==> config.mk <==
export PLATFORM = sky130hd
export DESIGN_NAME = line_box_filter_padded_flat
export DESIGN_NICKNAME = d
export VERILOG_FILES = /design/src/hdl/lbf_pkg.sv /design/src/hdl/lbf_in_if.sv /design/src/hdl/lbf_out_if.sv /design/src/hdl/lbf_ring.sv /design/src/hdl/lbf_div.sv /design/src/hdl/line_box_filter_padded.sv /design/src/flat_wrapper.sv
export SDC_FILE = /design/constraint.sdc
export NUM_CORES = 1
export LEC_CHECK = 0
export ABC_AREA = 1
export BUFFER_PORTS_ARGS = -buffer_cell sky130_fd_sc_hd__buf_2
export CAP_MARGIN = 20
export CORE_MARGIN = 2
export CORE_UTILIZATION = 45
export CTS_CLUSTER_SIZE = 20
export DETAILED_ROUTE_END_ITERATION = 10
export SLEW_MARGIN = 20
export SYNTH_ARGS = -nofsm -noshare
export SYNTH_HDL_FRONTEND = slang
export SYNTH_HIERARCHICAL = 1
export SYNTH_SLANG_ARGS = --single-unit
==> constraint.sdc <==
create_clock -name clk -period 4.35 [get_ports clk]
set_input_delay 0.2175 -clock clk [delete_from_list [all_inputs] [get_ports clk]]
set_output_delay 0.2175 -clock clk [all_outputs]
set_load 0.03 [all_outputs]
==> src/hdl/lbf_pkg.sv <==
// ----------------------------------------------------------------------------
// lbf_pkg
// Widths, register indexes, sequencer states and control structs.
// ----------------------------------------------------------------------------
package lbf_pkg;

  localparam int SAMPLE_W  = 8;
  localparam int RADIUS_W  = 4;
  localparam int PAD_W     = 8;
  localparam int DEPTH_W   = 5;
  localparam int SUM_W     = 13;
  localparam int CFG_IDX_W = 2;
  localparam int CFG_DAT_W = 8;

  localparam logic [CFG_IDX_W-1:0] REG_RADIUS = 2'd0;
  localparam logic [CFG_IDX_W-1:0] REG_PAD    = 2'd1;

  localparam logic [RADIUS_W-1:0] RADIUS_RST = 4'd1;
  localparam logic [PAD_W-1:0]    PAD_RST    = 8'd128;

  typedef enum logic [2:0] {
    ST_IDLE,
    ST_UPD,
    ST_DIV,
    ST_OUT,
    ST_STEP
  } state_t;

  typedef struct packed {
    logic rd;
    logic wr;
    logic clr;
  } ring_ctl_t;

  typedef struct packed {
    logic busy;
    logic done;
  } div_stat_t;

endpackage

==> src/hdl/lbf_in_if.sv <==
// ----------------------------------------------------------------------------
// lbf_in_if
// Sample channel: valid/ready handshake with sample and end-of-line flag.
// ----------------------------------------------------------------------------
interface lbf_in_if;
  logic                      valid;
  logic                      ready;
  logic [lbf_pkg::SAMPLE_W-1:0] sample;
  logic                      line_end;

  modport source (output valid, output sample, output line_end, input ready);
  modport sink   (input valid, input sample, input line_end, output ready);
endinterface

==> src/hdl/lbf_out_if.sv <==
// ----------------------------------------------------------------------------
// lbf_out_if
// Result channel: valid/ready handshake with smoothed cell and last flag.
// ----------------------------------------------------------------------------
interface lbf_out_if;
  logic                      valid;
  logic                      ready;
  logic [lbf_pkg::SAMPLE_W-1:0] smoothed;
  logic                      last_of_line;

  modport source (output valid, output smoothed, output last_of_line, input ready);
  modport sink   (input valid, input smoothed, input last_of_line, output ready);
endinterface

==> src/hdl/lbf_ring.sv <==
// ----------------------------------------------------------------------------
// lbf_ring
// Window sample store with per-entry valid bits; unwritten entries read pad.
// ----------------------------------------------------------------------------
module lbf_ring #(
  parameter int RING_DEPTH = 31,
  parameter int PTR_W      = 5
) (
  input  logic                         clk,
  input  logic                         rst_n,
  input  lbf_pkg::ring_ctl_t           ctl,
  input  logic [PTR_W-1:0]             addr,
  input  logic [lbf_pkg::SAMPLE_W-1:0] wdata,
  input  logic [lbf_pkg::PAD_W-1:0]    pad,
  output logic [lbf_pkg::SAMPLE_W-1:0] rdata
);
  import lbf_pkg::*;

  logic [SAMPLE_W-1:0]   mem [RING_DEPTH];
  logic [RING_DEPTH-1:0] vld_r;
  logic [SAMPLE_W-1:0]   rd_r;
  logic                  rd_vld_r;

  always_ff @(posedge clk) begin
    if (ctl.wr) begin
      mem[addr] <= wdata;
    end
    if (ctl.rd) begin
      rd_r <= mem[addr];
    end
  end

  always_ff @(posedge clk) begin
    if (!rst_n || ctl.clr) begin
      vld_r    <= '0;
      rd_vld_r <= 1'b0;
    end else begin
      if (ctl.wr) begin
        vld_r[addr] <= 1'b1;
      end
      if (ctl.rd) begin
        rd_vld_r <= vld_r[addr];
      end
    end
  end

  assign rdata = rd_vld_r ? rd_r : pad;

endmodule

==> src/hdl/lbf_div.sv <==
// ----------------------------------------------------------------------------
// lbf_div
// Restoring divider, one quotient bit per cycle, window sum by window depth.
// ----------------------------------------------------------------------------
module lbf_div (
  input  logic                        clk,
  input  logic                        rst_n,
  input  logic                        start,
  input  logic [lbf_pkg::SUM_W-1:0]   dividend,
  input  logic [lbf_pkg::DEPTH_W-1:0] divisor,
  output logic [lbf_pkg::SUM_W-1:0]   quotient,
  output lbf_pkg::div_stat_t          stat
);
  import lbf_pkg::*;

  localparam int CNT_W = $clog2(SUM_W);

  logic [SUM_W-1:0]   quo_r,  quo_nxt;
  logic [DEPTH_W-1:0] rem_r,  rem_nxt;
  logic [DEPTH_W-1:0] dvs_r,  dvs_nxt;
  logic [CNT_W-1:0]   cnt_r,  cnt_nxt;
  logic               busy_r, busy_nxt;
  logic               done_r, done_nxt;
  logic [DEPTH_W:0]   trial;
  logic [DEPTH_W:0]   diff;

  always_comb begin
    trial    = {rem_r, quo_r[SUM_W-1]};
    diff     = trial - {1'b0, dvs_r};
    quo_nxt  = quo_r;
    rem_nxt  = rem_r;
    dvs_nxt  = dvs_r;
    cnt_nxt  = cnt_r;
    busy_nxt = busy_r;
    done_nxt = 1'b0;
    if (start) begin
      quo_nxt  = dividend;
      rem_nxt  = '0;
      dvs_nxt  = divisor;
      cnt_nxt  = '0;
      busy_nxt = 1'b1;
    end else if (busy_r) begin
      if (trial >= {1'b0, dvs_r}) begin
        rem_nxt = diff[DEPTH_W-1:0];
        quo_nxt = {quo_r[SUM_W-2:0], 1'b1};
      end else begin
        rem_nxt = trial[DEPTH_W-1:0];
        quo_nxt = {quo_r[SUM_W-2:0], 1'b0};
      end
      cnt_nxt = cnt_r + 1'b1;
      if (cnt_r == CNT_W'(SUM_W - 1)) begin
        busy_nxt = 1'b0;
        done_nxt = 1'b1;
      end
    end
  end

  always_ff @(posedge clk) begin
    if (!rst_n) begin
      busy_r <= 1'b0;
      done_r <= 1'b0;
      cnt_r  <= '0;
    end else begin
      busy_r <= busy_nxt;
      done_r <= done_nxt;
      cnt_r  <= cnt_nxt;
    end
    quo_r <= quo_nxt;
    rem_r <= rem_nxt;
    dvs_r <= dvs_nxt;
  end

  assign quotient  = quo_r;
  assign stat.busy = busy_r;
  assign stat.done = done_r;

endmodule

==> src/hdl/line_box_filter_padded.sv <==
// Each accepted item passes the update state and, if it yields a cell, the shared
//   divider and the output state; a line end adds up to r further padded cells.
// A new item is accepted only in the idle state, once every cell of the last one
//   has been taken at the output.
// Reset: synchronous, active low; radius 1, pad 128, empty line, no result.
// ----------------------------------------------------------------------------
// line_box_filter_padded
// Centred box filter along one line with padded ends, shared divider.
// ----------------------------------------------------------------------------
module line_box_filter_padded #(
  parameter int MAX_RADIUS = 15
) (
  input  logic                          clk,
  input  logic                          rst_n,
  lbf_in_if.sink                        in_chan,
  lbf_out_if.source                     out_chan,
  input  logic                          cfg_we,
  input  logic [lbf_pkg::CFG_IDX_W-1:0] cfg_index,
  input  logic [lbf_pkg::CFG_DAT_W-1:0] cfg_data
);
  import lbf_pkg::*;

  localparam int MAX_EFF    = (MAX_RADIUS < 15) ? MAX_RADIUS : 15;
  localparam int RING_DEPTH = 2 * MAX_EFF + 1;
  localparam int PTR_W      = $clog2(RING_DEPTH);

  state_t              state_r,    state_nxt;
  logic [SUM_W-1:0]    sum_r,      sum_nxt;
  logic [PTR_W-1:0]    ptr_r,      ptr_nxt;
  logic [DEPTH_W-1:0]  cs_r,       cs_nxt;
  logic [RADIUS_W-1:0] j_r,        j_nxt;
  logic [SAMPLE_W-1:0] samp_r,     samp_nxt;
  logic                end_r,      end_nxt;
  logic                fresh_r,    fresh_nxt;
  logic [RADIUS_W-1:0] radius_r,   radius_nxt;
  logic [PAD_W-1:0]    pad_r,      pad_nxt;
  logic                ovalid_r,   ovalid_nxt;
  logic [SAMPLE_W-1:0] smoothed_r, smoothed_nxt;
  logic                last_r,     last_nxt;

  logic [RADIUS_W-1:0] r;
  logic [DEPTH_W-1:0]  depth;
  logic [DEPTH_W-1:0]  r1;
  logic [SUM_W-1:0]    init_sum;
  logic [SAMPLE_W-1:0] push_val;
  logic [SAMPLE_W-1:0] old_val;
  logic [7:0]          ptr_inc;
  logic                emit;
  logic                div_start;
  logic [SUM_W-1:0]    quotient;
  div_stat_t           div_st;
  ring_ctl_t           ring_ctl;

  assign r        = (radius_r > RADIUS_W'(MAX_EFF)) ? RADIUS_W'(MAX_EFF) : radius_r;
  assign depth    = {r, 1'b1};
  assign r1       = DEPTH_W'({1'b0, r} + 5'd1);
  assign init_sum = SUM_W'(depth) * SUM_W'(pad_r);
  assign push_val = (j_r == '0) ? samp_r : pad_r;
  assign ptr_inc  = 8'(ptr_r) + 8'd1;

  lbf_ring #(
    .RING_DEPTH (RING_DEPTH),
    .PTR_W      (PTR_W)
  ) u_ring (
    .clk   (clk),
    .rst_n (rst_n),
    .ctl   (ring_ctl),
    .addr  (ptr_r),
    .wdata (push_val),
    .pad   (pad_r),
    .rdata (old_val)
  );

  lbf_div u_div (
    .clk      (clk),
    .rst_n    (rst_n),
    .start    (div_start),
    .dividend (sum_nxt),
    .divisor  (depth),
    .quotient (quotient),
    .stat     (div_st)
  );

  always_comb begin
    state_nxt    = state_r;
    sum_nxt      = sum_r;
    ptr_nxt      = ptr_r;
    cs_nxt       = cs_r;
    j_nxt        = j_r;
    samp_nxt     = samp_r;
    end_nxt      = end_r;
    fresh_nxt    = fresh_r;
    radius_nxt   = radius_r;
    pad_nxt      = pad_r;
    ovalid_nxt   = ovalid_r;
    smoothed_nxt = smoothed_r;
    last_nxt     = last_r;
    ring_ctl     = '0;
    div_start    = 1'b0;
    emit         = 1'b0;
    in_chan.ready = 1'b0;

    case (state_r)
      ST_IDLE: begin
        in_chan.ready = !(cfg_we && (cfg_index == REG_RADIUS || cfg_index == REG_PAD));
        if (fresh_r) begin
          sum_nxt = init_sum;
        end
        if (cfg_we && (cfg_index == REG_RADIUS || cfg_index == REG_PAD)) begin
          if (cfg_index == REG_RADIUS) begin
            radius_nxt = cfg_data[RADIUS_W-1:0];
          end else begin
            pad_nxt = cfg_data[PAD_W-1:0];
          end
          fresh_nxt    = 1'b1;
          ptr_nxt      = '0;
          cs_nxt       = '0;
          ring_ctl.clr = 1'b1;
        end else if (in_chan.valid) begin
          samp_nxt    = in_chan.sample;
          end_nxt     = in_chan.line_end;
          j_nxt       = '0;
          ring_ctl.rd = 1'b1;
          state_nxt   = ST_UPD;
        end
      end
      ST_UPD: begin
        sum_nxt     = sum_r + SUM_W'(push_val) - SUM_W'(old_val);
        fresh_nxt   = 1'b0;
        ring_ctl.wr = 1'b1;
        ptr_nxt     = (ptr_inc >= 8'(depth)) ? '0 : PTR_W'(ptr_inc);
        if (j_r == '0) begin
          cs_nxt = (cs_r < r1) ? cs_r + 1'b1 : cs_r;
          emit   = (cs_nxt >= r1);
        end else begin
          emit = ((6'(j_r) + 6'(cs_r)) >= 6'(r1));
        end
        if (emit) begin
          div_start = 1'b1;
          state_nxt = ST_DIV;
        end else begin
          state_nxt = ST_STEP;
        end
      end
      ST_DIV: begin
        if (div_st.done) begin
          smoothed_nxt = quotient[SAMPLE_W-1:0];
          last_nxt     = end_r && (j_r == r);
          ovalid_nxt   = 1'b1;
          state_nxt    = ST_OUT;
        end
      end
      ST_OUT: begin
        if (out_chan.ready) begin
          ovalid_nxt = 1'b0;
          state_nxt  = ST_STEP;
        end
      end
      ST_STEP: begin
        if (end_r && (j_r < r)) begin
          j_nxt       = j_r + 1'b1;
          ring_ctl.rd = 1'b1;
          state_nxt   = ST_UPD;
        end else begin
          if (end_r) begin
            fresh_nxt    = 1'b1;
            ptr_nxt      = '0;
            cs_nxt       = '0;
            ring_ctl.clr = 1'b1;
          end
          state_nxt = ST_IDLE;
        end
      end
      default: begin
        state_nxt = ST_IDLE;
      end
    endcase
  end

  always_ff @(posedge clk) begin
    if (!rst_n) begin
      state_r  <= ST_IDLE;
      ptr_r    <= '0;
      cs_r     <= '0;
      j_r      <= '0;
      end_r    <= 1'b0;
      fresh_r  <= 1'b1;
      radius_r <= RADIUS_RST;
      pad_r    <= PAD_RST;
      ovalid_r <= 1'b0;
    end else begin
      state_r  <= state_nxt;
      ptr_r    <= ptr_nxt;
      cs_r     <= cs_nxt;
      j_r      <= j_nxt;
      end_r    <= end_nxt;
      fresh_r  <= fresh_nxt;
      radius_r <= radius_nxt;
      pad_r    <= pad_nxt;
      ovalid_r <= ovalid_nxt;
    end
    sum_r      <= sum_nxt;
    samp_r     <= samp_nxt;
    smoothed_r <= smoothed_nxt;
    last_r     <= last_nxt;
  end

  assign out_chan.valid        = ovalid_r;
  assign out_chan.smoothed     = smoothed_r;
  assign out_chan.last_of_line = last_r;

endmodule

==> src/flat_wrapper.sv <==
// flat-port wrapper written by rule: the top's interface ports become plain ports
module line_box_filter_padded_flat import lbf_pkg::*;
#(
  parameter int MAX_RADIUS = 15
)
  (clk, rst_n, cfg_we, cfg_index, cfg_data, in_chan_valid, in_chan_sample, in_chan_line_end, in_chan_ready, out_chan_valid, out_chan_smoothed, out_chan_last_of_line, out_chan_ready);
  lbf_in_if in_chan_i ();
  lbf_out_if out_chan_i ();
  input  logic clk;
  input  logic rst_n;
  input  logic cfg_we;
  input  logic [lbf_pkg::CFG_IDX_W-1:0] cfg_index;
  input  logic [lbf_pkg::CFG_DAT_W-1:0] cfg_data;
  input wire logic [$bits(in_chan_i.valid)-1:0] in_chan_valid;
  input wire logic [$bits(in_chan_i.sample)-1:0] in_chan_sample;
  input wire logic [$bits(in_chan_i.line_end)-1:0] in_chan_line_end;
  output wire logic [$bits(in_chan_i.ready)-1:0] in_chan_ready;
  output wire logic [$bits(out_chan_i.valid)-1:0] out_chan_valid;
  output wire logic [$bits(out_chan_i.smoothed)-1:0] out_chan_smoothed;
  output wire logic [$bits(out_chan_i.last_of_line)-1:0] out_chan_last_of_line;
  input wire logic [$bits(out_chan_i.ready)-1:0] out_chan_ready;
  assign in_chan_i.valid = in_chan_valid;
  assign in_chan_i.sample = in_chan_sample;
  assign in_chan_i.line_end = in_chan_line_end;
  assign in_chan_ready = in_chan_i.ready;
  assign out_chan_valid = out_chan_i.valid;
  assign out_chan_smoothed = out_chan_i.smoothed;
  assign out_chan_last_of_line = out_chan_i.last_of_line;
  assign out_chan_i.ready = out_chan_ready;
  line_box_filter_padded #(.MAX_RADIUS(MAX_RADIUS)) u_core (.clk(clk), .rst_n(rst_n), .in_chan(in_chan_i), .out_chan(out_chan_i), .cfg_we(cfg_we), .cfg_index(cfg_index), .cfg_data(cfg_data));
endmodule
==> reports/qor.yml <==
fp.dieArea_um2: 42060
powerDensity_nw_per_um2: 630.5
vias_per_cell: 5.243
io_pins: 35
synthesis.nets: 1927
drc: 0
critical_path_peak_fanout: 10
overflow: 0
grt_pass1_vias: 12630
clock-sinks: 379
fin_skew_ps: 27.73
die_y_um: 205.1
hold_viol: 0
p_sw_frac: 0.3696
place_area_um2: 18960
nets: 2002
seqPwrFrac: 0.379
chipWidth_um: 205.1
cts.htree.levels: 2
cts_made_buffers: 41
finalCritPeriodShare: 0.9133
p_comb_frac: 0.348
rows: 73
firstDrtPassIters: 5
drt-total-wl_um: 44240
setup_viol: 0
p_int_w: 0.008181
vdd_ir_drop_max_uv: 376.8
cts_tree: "built"
fillers: 3674
syn_to_final_growth_pct: 13.13
max_slew_margin: 0.2994
drv_slew: 0
mappedNetlistArea_um2: 18190
min_period_ps: 3973
synth.avg_cell_area_um2: 10.09
fmax_ghz: 0.2517
switchingPower_w: 0.004797
clockBufferDepth: 3
routed-via-count: 12780
antenna_found_initial: 0
dp_hpwl_um: 29790
critPathLaunchType: "register"
fin_tns_setup_ps: 0
clkLatencyLatePin_ps: 560
critical_path_class: "register to register"
status: "completed"
worstSetupEndpointType: "register"
root_buffer: "clkbuf_16"
p_leak_nw: 8.508
initial_core_util: 0.4569
cpMostUsedCell: "nand2_1"
ys_warn_count: 6
cap_violations: 0
worstMarginPinSlew_ps: 1050
clk_pin_slew_worst_paths_ps: 60
detail-route-antenna-nets: 0
drtIter0Drc: 1013
critPathRequiredTime_ps: 4670
place.gp.congestion: 0.8921
grt_max_degree: 67
crit_chain: "nand2_1, inv_1, fa_1, fa_1, inv_1, fa_1, inv_1, ha_1, a21oi_1, nand2_1, a21oi_1, or2_2, nand3_1, o211ai_1, nand3_1, nand2_1, nand2_1"
hold_class: "input port to register"
stdcell_area_um2: 20580
drive_above_1_share: 0.09937
grt_usage: 0.2144
rsz0062_at_grt: "no"
placeableCoreArea_um2: 39820
r2r_setup_slack_ps: 380
syn_inst: 1804
port_buffers: 34
antenna-diode-count: 0
worstPathArrival_ps: 4300
wl_per_cell_um: 18.15
max_stage_delay_ps: 590
cpMaxStageDelayCell: "dfxtp_1"
pwr-share-clk: 0.273
grt_pass1_wl_um: 69310
-- routing by layer --
layer,up-vias,part of all wire,global-route usage,wire [µm]
li1,6255,-,-,-
met1,6110,0.44,0.2841,19660
met2,348,0.48,0.3678,21160
met3,65,0.053,0.03023,2365
met4,0,0.024,0.06012,1044
met5,-,0,0,0
-- state kept, by name, indices dropped and copies added (netlist names), 8 cells and up --
register / flops
u_core/samp_r: 8
u_core/sum_r: 13
u_core/u_div/quotient: 13
u_core/u_ring/rd_r: 8
u_core/out_chan.smoothed: 8
u_core/u_ring/vld_r: 31
u_core/pad_r: 8
u_core/u_ring/mem: 248
-- repair_timing --
item                      4_1_cts  5_1_grt
setup buffers                   0        0
hold buffers                   19        0
gates resized for setup         0        0
hold endpoints to repair       20        0
-- layout make-up --
cell class / instances / area (µm²) / area share
Clock buffer: 62 / 1166 / 0.05665
Timing Repair Buffer: 86 / 635.6 / 0.03088
Sequential cell: 379 / 10500 / 0.5101
Clock inverter: 14 / 220.2 / 0.01070
Tap cell: 525 / 656.9 / 0.03191
Inverter: 213 / 804.5 / 0.03909
Multi-Input combinational cell: 1158 / 6600 / 0.3206
-- final timing paths --
check | startpoint | end | depth (start not counted)
setup / recovery | u_core/radius_r[1]$_SDFFE_PN0P_ | u_core/u_div/quotient[8]$_DFFE_PP_ | 17
hold reg to reg | u_core/u_div/quotient[5]$_DFFE_PP_ | u_core/out_chan.smoothed[5]$_DFFE_PP_ | 0
setup reg to reg | u_core/radius_r[1]$_SDFFE_PN0P_ | u_core/u_div/quotient[8]$_DFFE_PP_ | 17
hold / removal | cfg_data[3] | u_core/radius_r[3]$_SDFFE_PN0P_ | 3
-- power groups by stage --
stage	Combinational (W)	Clock [W]	Sequential (W)
2_1_floorplan	0.00319	0	0.00487
3_3_place_gp	0.00437	0	0.00499
3_5_place_dp	0.00444	0	0.00500
4_1_cts	0.00448	0.00362	0.00493
5_1_grt	0.00512	0.00377	0.00495
6_report	0.00452	0.00354	0.00492
-- through the flow --
step | util | worst slack (ps) | std cells | hold WS (ps) | total power (W)
finish | 0.5169 | 377.2 | 2437 | 71.53 | 0.01298
global route | 0.5169 | 26.03 | 2437 | 86.74 | 0.01384
CTS | 0.5158 | 391.8 | 2435 | 36.01 | 0.01303
detailed placement | 0.4762 | 367.1 | 2340 | 395.9 | 0.009442
global placement | 0.4762 | 404.2 | 2340 | 394.0 | 0.009360
floorplan | - | 555.6 | 1804 | 316.4 | 0.008053
-- critical path, delay by kind of cell, from the launching register on --
family / cells / cell delay [ps]
simple gates: 7 / 680
buf+inv: 3 / 180
flops: 1 / 590
fa+ha+maj: 4 / 1830
compound gates: 3 / 470
-- layout by cell type (no fill, tap or decap), types with 5 or more instances in the layout --
cell type	n
fa_1	28
inv_1	188
nand2_2	6
nor3_1	9
nor2_4	6
a21oi_1	78
o21ai_0	45
clkbuf_16	42
clkinv_1	5
dfxtp_1	88
o21bai_1	5
nor3_4	6
nand4_1	10
a22oi_1	116
ha_1	71
nor2_1	150
inv_2	19
buf_4	31
dlygate4sd3_1	19
nor2_2	5
edfxtp_1	291
xor2_1	16
or2_2	6
clkinv_2	6
clkbuf_1	16
nand2_1	494
o21ai_1	5
buf_2	34
nand3_1	67
No activity file was read; power rests on OpenSTA's default activity.
